**src/hw/rtl/bilinear_splat_color_mixer_unit_defines.svh**
```systemverilog
// assertion macros for the bilinear splat color mixer
`ifndef BILINEAR_SPLAT_COLOR_MIXER_UNIT_DEFINES_SVH
`define BILINEAR_SPLAT_COLOR_MIXER_UNIT_DEFINES_SVH

// same-cycle implication
`define BSCM_ASSERT_IMPL(label, ck, rn, ante, cons) \
    label: assert property (@(posedge ck) disable iff (!rn) (ante) |-> (cons)) \
        else $error("bscm assertion failed");

// next-cycle implication
`define BSCM_ASSERT_NEXT(label, ck, rn, ante, cons) \
    label: assert property (@(posedge ck) disable iff (!rn) (ante) |=> (cons)) \
        else $error("bscm assertion failed");

`endif

```
**src/hw/rtl/bscm_pkg.sv**
```systemverilog
// shared types and constants of the bilinear splat color mixer
`default_nettype none

package bscm_pkg;

    localparam int MARGIN  = 4;
    localparam int CELL_W  = 11;
    localparam int WGT_W   = 17;
    localparam int Q_DEPTH = 2;

    localparam logic [1:0] OP_ADD   = 2'd0;
    localparam logic [1:0] OP_READ  = 2'd1;
    localparam logic [1:0] OP_CLEAR = 2'd2;

    localparam logic [1:0] ST_OK    = 2'd0;
    localparam logic [1:0] ST_DROP  = 2'd1;
    localparam logic [1:0] ST_EMPTY = 2'd2;
    localparam logic [1:0] ST_SAT   = 2'd3;

    localparam logic [2:0] REG_EXT_LEFT   = 3'd0;
    localparam logic [2:0] REG_EXT_BOTTOM = 3'd1;
    localparam logic [2:0] REG_INV_WIDTH  = 3'd2;
    localparam logic [2:0] REG_INV_HEIGHT = 3'd3;
    localparam logic [2:0] REG_COLOR0     = 3'd4;
    localparam logic [2:0] REG_COLOR1     = 3'd5;
    localparam logic [2:0] REG_COLOR2     = 3'd6;
    localparam logic [2:0] REG_COLOR3     = 3'd7;

    typedef struct packed {
        logic [1:0]         opcode;
        logic [1:0]         group_index;
        logic signed [31:0] point_x;
        logic signed [31:0] point_y;
        logic [5:0]         read_column;
        logic [5:0]         read_row;
    } cmd_t;

    typedef struct packed {
        logic [7:0] red;
        logic [7:0] green;
        logic [7:0] blue;
        logic [1:0] status;
    } res_t;

    typedef enum logic [2:0] {
        K_ADD,
        K_READ,
        K_CLEAR,
        K_NOP,
        K_DROP,
        K_EMPTY
    } kind_t;

    typedef struct packed {
        kind_t              kind;
        logic [1:0]         group;
        logic [CELL_W-1:0]  cx;
        logic [CELL_W-1:0]  cy;
        logic [WGT_W-1:0]   w00;
        logic [WGT_W-1:0]   w10;
        logic [WGT_W-1:0]   w01;
        logic [WGT_W-1:0]   w11;
    } job_t;

    typedef enum logic [1:0] {
        F_IDLE,
        F_SCALE,
        F_WEIGHT,
        F_PUSH
    } front_state_t;

    typedef enum logic [2:0] {
        B_CLEAR,
        B_IDLE,
        B_ADDR,
        B_READ,
        B_MOD,
        B_MIX,
        B_DIV,
        B_DONE
    } back_state_t;

endpackage

`default_nettype wire

```
**src/hw/rtl/bscm_queue.sv**
```systemverilog
// short job queue between front and back end
`default_nettype none

module bscm_queue (
    input  wire logic            clk,
    input  wire logic            rst_n,
    input  wire logic            push,
    input  wire bscm_pkg::job_t  job_in,
    output logic                 full,
    input  wire logic            pop,
    output logic                 empty,
    output bscm_pkg::job_t       head
);

    localparam int PTR_W = $clog2(bscm_pkg::Q_DEPTH);
    localparam int CNT_W = $clog2(bscm_pkg::Q_DEPTH + 1);

    bscm_pkg::job_t   entries_reg [bscm_pkg::Q_DEPTH];
    logic [PTR_W-1:0] wr_ptr_reg, rd_ptr_reg;
    logic [CNT_W-1:0] count_reg;

    always_ff @(posedge clk or negedge rst_n) begin
        if (!rst_n) begin
            wr_ptr_reg <= '0;
            rd_ptr_reg <= '0;
            count_reg  <= '0;
        end else begin
            if (push) begin
                wr_ptr_reg <= wr_ptr_reg + PTR_W'(1);
            end
            if (pop) begin
                rd_ptr_reg <= rd_ptr_reg + PTR_W'(1);
            end
            if (push && !pop) begin
                count_reg <= count_reg + CNT_W'(1);
            end else if (pop && !push) begin
                count_reg <= count_reg - CNT_W'(1);
            end
        end
    end

    always_ff @(posedge clk) begin
        if (push) begin
            entries_reg[wr_ptr_reg] <= job_in;
        end
    end

    assign full  = (count_reg == CNT_W'(bscm_pkg::Q_DEPTH));
    assign empty = (count_reg == '0);
    assign head  = entries_reg[rd_ptr_reg];

endmodule

`default_nettype wire

```
**config.mk**
```make
export PLATFORM = sky130hd
export DESIGN_NAME = bscm_queue
export DESIGN_NICKNAME = d
export VERILOG_FILES = /design/src/hw/rtl/bilinear_splat_color_mixer_unit_defines.svh /design/src/hw/rtl/bscm_pkg.sv /design/src/hw/rtl/bscm_queue.sv
export SDC_FILE = /design/constraint.sdc
export NUM_CORES = 1
export LEC_CHECK = 0
export ABC_CLOCK_PERIOD_IN_PS = 7950
export BUFFER_PORTS_ARGS = -buffer_cell sky130_fd_sc_hd__buf_2
export CORE_MARGIN = 2
export CORE_UTILIZATION = 58
export CTS_BUF_LIST = sky130_fd_sc_hd__clkbuf_2 sky130_fd_sc_hd__clkbuf_4 sky130_fd_sc_hd__clkbuf_8
export CTS_CLUSTER_DIAMETER = 200
export DETAILED_ROUTE_END_ITERATION = 12
export PLACE_DENSITY = 0.89
export SYNTH_ARGS = -nofsm -noshare
export SYNTH_HDL_FRONTEND = slang
export SYNTH_SLANG_ARGS = --single-unit
```
**constraint.sdc**
```tcl
create_clock -name clk -period 7.95 [get_ports clk]
set_input_delay 0.3975 -clock clk [delete_from_list [all_inputs] [get_ports clk]]
set_output_delay 0.3975 -clock clk [all_outputs]
set_load 0.05 [all_outputs]
```
==> impl_metrics.py <==
metrics = {
    "clock_tree": {
        "cts_inserted_buffers": 17,
        "clock_sinks": 194,
        "clock_latency_ns": 0.46,
        "postCtsSetupBuffers": 0,
        "ctsHtreeMaxLevel": 4,
        "cts_buffer_depth": 2,
        "cts_resized": 0,
        "cts_tree": "built",
        "path_clk_slew_ns": 0.09,
        "root_buffer": "clkbuf_8",
        "cts_hold_buf": 1,
    },
    "sta": {
        "final_hold_viol_count": 0,
        "fin_setup_tns_ns": 0,
        "max_freq_ghz": 0.3190,
        "drv_slew": 0,
        "grt_setup_unrepaired": "no",
        "timing.final.crit_share_pct": 39.43,
        "finClkSkew_ns": 0.007529,
        "whs_ns": 0.1174,
        "tightest_slew_ns": 0.9388,
        "period_minus_slack_ns": 3.134,
        "setup_viol": 0,
        "slew_headroom_pct": 37.41,
    },
    "detailed_routing": {
        "vias": 3565,
        "avgViaCountPerCell": 5.078,
        "finalWirelength_mm": 12.62,
        "drc": 0,
        "firstDrtPassIters": 4,
        "ant_nets": 0,
        "initialDrtViolationCount": 217,
        "wire_per_inst_um": 17.97,
    },
    "yosys": {
        "synthTopCellsByArea": "edfxtp_1 79%, mux2_2 8.6%, mux2_4 8.3%",
        "synth_warnings": 0,
        "synth_ff_type": "edfxtp_1",
        "ys_seq_area_share_pct": 80.15,
        "ys_ff_latch": 194,
        "synthTopCellsByCount": "190 x edfxtp_1, 55 x mux2_2, 40 x mux2_4",
        "synth_top_cell_area_share_pct": 78.77,
        "synth_cells": 312,
        "synth_nets": 412,
        "synth.most_common_cell": "edfxtp_1",
        "yosysTopAreaCell": "edfxtp_1",
        "syn_area_sq_mm": 0.007243,
        "synthArstFlopShare_pct": 2.062,
        "ys_types": 15,
        "synth_edf_count": 190,
        "syn_area_per_cell_sq_um": 23.22,
    },
    "critical_path": {
        "start_kind": "flip-flop",
        "critPathKind": "flip-flop to output port",
        "r2r_cells": 2,
        "cp_max_fo": 58,
        "cp_cell_sequence": "buf_4 > mux2_2 > buf_2",
        "arrival_ns": 2.74,
        "cp_slowest_cell": "buf_4",
        "crit_path_end_kind": "output port",
        "worst_ep_required_time_ns": 7.55,
        "critPathMaxStageDelay_ns": 0.80,
    },
    "die": {
        "die_h_um": 115.8,
        "coreArea_sq_mm": 0.01211,
        "start_util_pct": 59.80,
        "io_pins": 196,
        "die_x_um": 115.8,
        "dieArea_sq_mm": 0.01340,
        "num_rows": 40,
    },
    "global_routing": {
        "grt_start_max_net_pins": 59,
        "antenna_found_initial": 1,
        "grt_pass1_vias": 3765,
        "grt_remaining_overflow": 0,
        "grtUsageTotal_pct": 19.37,
        "grt_pass1_wl_mm": 18.62,
    },
    "finish": {
        "multi_input_area_sq_mm": 0.001313,
        "final_util_pct": 72.20,
        "fillers": 728,
        "final_layout_size_suffix_gt1_share_pct": 61.73,
        "final_nets": 620,
        "area_delta_synth_final_pct": 20.73,
        "largest_reg_flops": 190,
        "stdcell_area_sq_mm": 0.008745,
        "seq_area_sq_mm": 0.005809,
    },
    "flow_run": {
        "max_cap_violations": 0,
    },
    "power": {
        "p_switching_mw": 1.503,
        "leakagePower_nw": 3.415,
        "netSwitchingFraction_pct": 41.84,
        "power.internal_mw": 2.090,
        "p_total_mw": 3.593,
        "combPwrFrac_pct": 42.5,
        "p_seq_share_pct": 40.3,
        "powerDensity_mw_per_mm2": 410.9,
        "ir_drop_mv": 0.3098,
        "pwr-share-clk_pct": 17.1,
    },
    "placement": {
        "gp_congestion": 0.7342,
        "dpl_cell_area_sq_mm": 0.008342,
        "hpwl_mm": 8.463,
        "port_buffers": 195,
    },
    "min_path": {
        "hold_path_depth": 1,
        "hold_path_class": "input pin to flip-flop",
    },
    "run_status": {
        "outcome": "finished clean",
    },
}
[worst paths after layout]
kind | start | end | slack (ns)
max | rd_ptr_reg | head[75] | 4.82
min reg2reg | count_reg[1] | count_reg[1] | 0.52
max in group asynchronous | rst_n | rd_ptr_reg | 7.53
min | job_in[20] | entries_reg[0][20] | 0.12
min in group asynchronous | rst_n | wr_ptr_reg | 0.29
max reg2reg | wr_ptr_reg | entries_reg[1][26] | 5.88
[stage by stage]
step	worst slack, ns	std cells
6_report	4.816	702
2_1_floorplan	2.780	312
3_5_place_dp	5.287	668
5_1_grt	4.637	702
3_3_place_gp	5.329	668
4_1_cts	4.761	701
[kinds of logic (layout without fill, tap and decap cells)]
family	after synthesis	after routing	synth area share (%)
AND/OR/NAND/NOR	5	5	0.3628
XOR/XNOR	5	5	0.6046
buffers and inverters	12	233	1.865
other	0	1	0
flip-flops	194	194	80.15
multiplexers	95	95	16.84
adder cells (fa/ha/maj)	1	1	0.1727
[critical path, delay by kind of cell (launching register included)]
family	cells	cell delay [ns]
buffers and inverters	2	1.01
flip-flops	1	0.77
multiplexers	1	0.41
[layer usage]
metal	wire length (um)	vias to the layer above	part of all wire [%]	track usage [%]
met5	0	-	0	0
li1	-	1649	-	-
met2	6459	153	51	32.67
met3	1152	19	9.1	9.414
met1	4777	1744	38	21.17
met4	229	0	1.8	7.698
[cells in the final DEF (no fill, tap or decap)]
master / count
buf_2: 195
edfxtp_1: 190
mux2_2: 55
mux2_4: 40
clkbuf_8: 17
xor2_1: 4
clkinv_2: 4
inv_6: 4
buf_4: 4
clkinv_4: 3
dfrtp_1: 3
nor2_1: 2
bufinv_16: 2
clkinvlp_4: 2
diode_2: 1
nor2b_1: 1
inv_1: 1
and2_4: 1
nor2b_4: 1
xnor2_1: 1
ha_1: 1
dlygate4sd3_1: 1
dfrtp_4: 1
[layout make-up]
| class | instances | share of cell area (%) |
|---|---|---|
| timing repair buffer | 200 | 11.62 |
| antenna | 1 | 0.02862 |
| inverter | 1 | 0.04292 |
| sequential | 194 | 66.43 |
| clock buffer | 17 | 2.676 |
| tap | 168 | 2.404 |
| multi-input combinational | 106 | 15.01 |
| clock inverter | 15 | 1.789 |
[power groups by stage]
stage / clock network [mW] / registers, mW / logic (mW)
after floorplan: 0 / 1.44 / 1.33
after global placement: 0 / 1.46 / 1.52
after detailed placement: 0 / 1.47 / 1.54
after CTS: 0.634 / 1.45 / 1.55
after global routing: 0.671 / 1.47 / 1.60
final: 0.616 / 1.45 / 1.53
No activity file was read; power rests on OpenSTA's default activity.
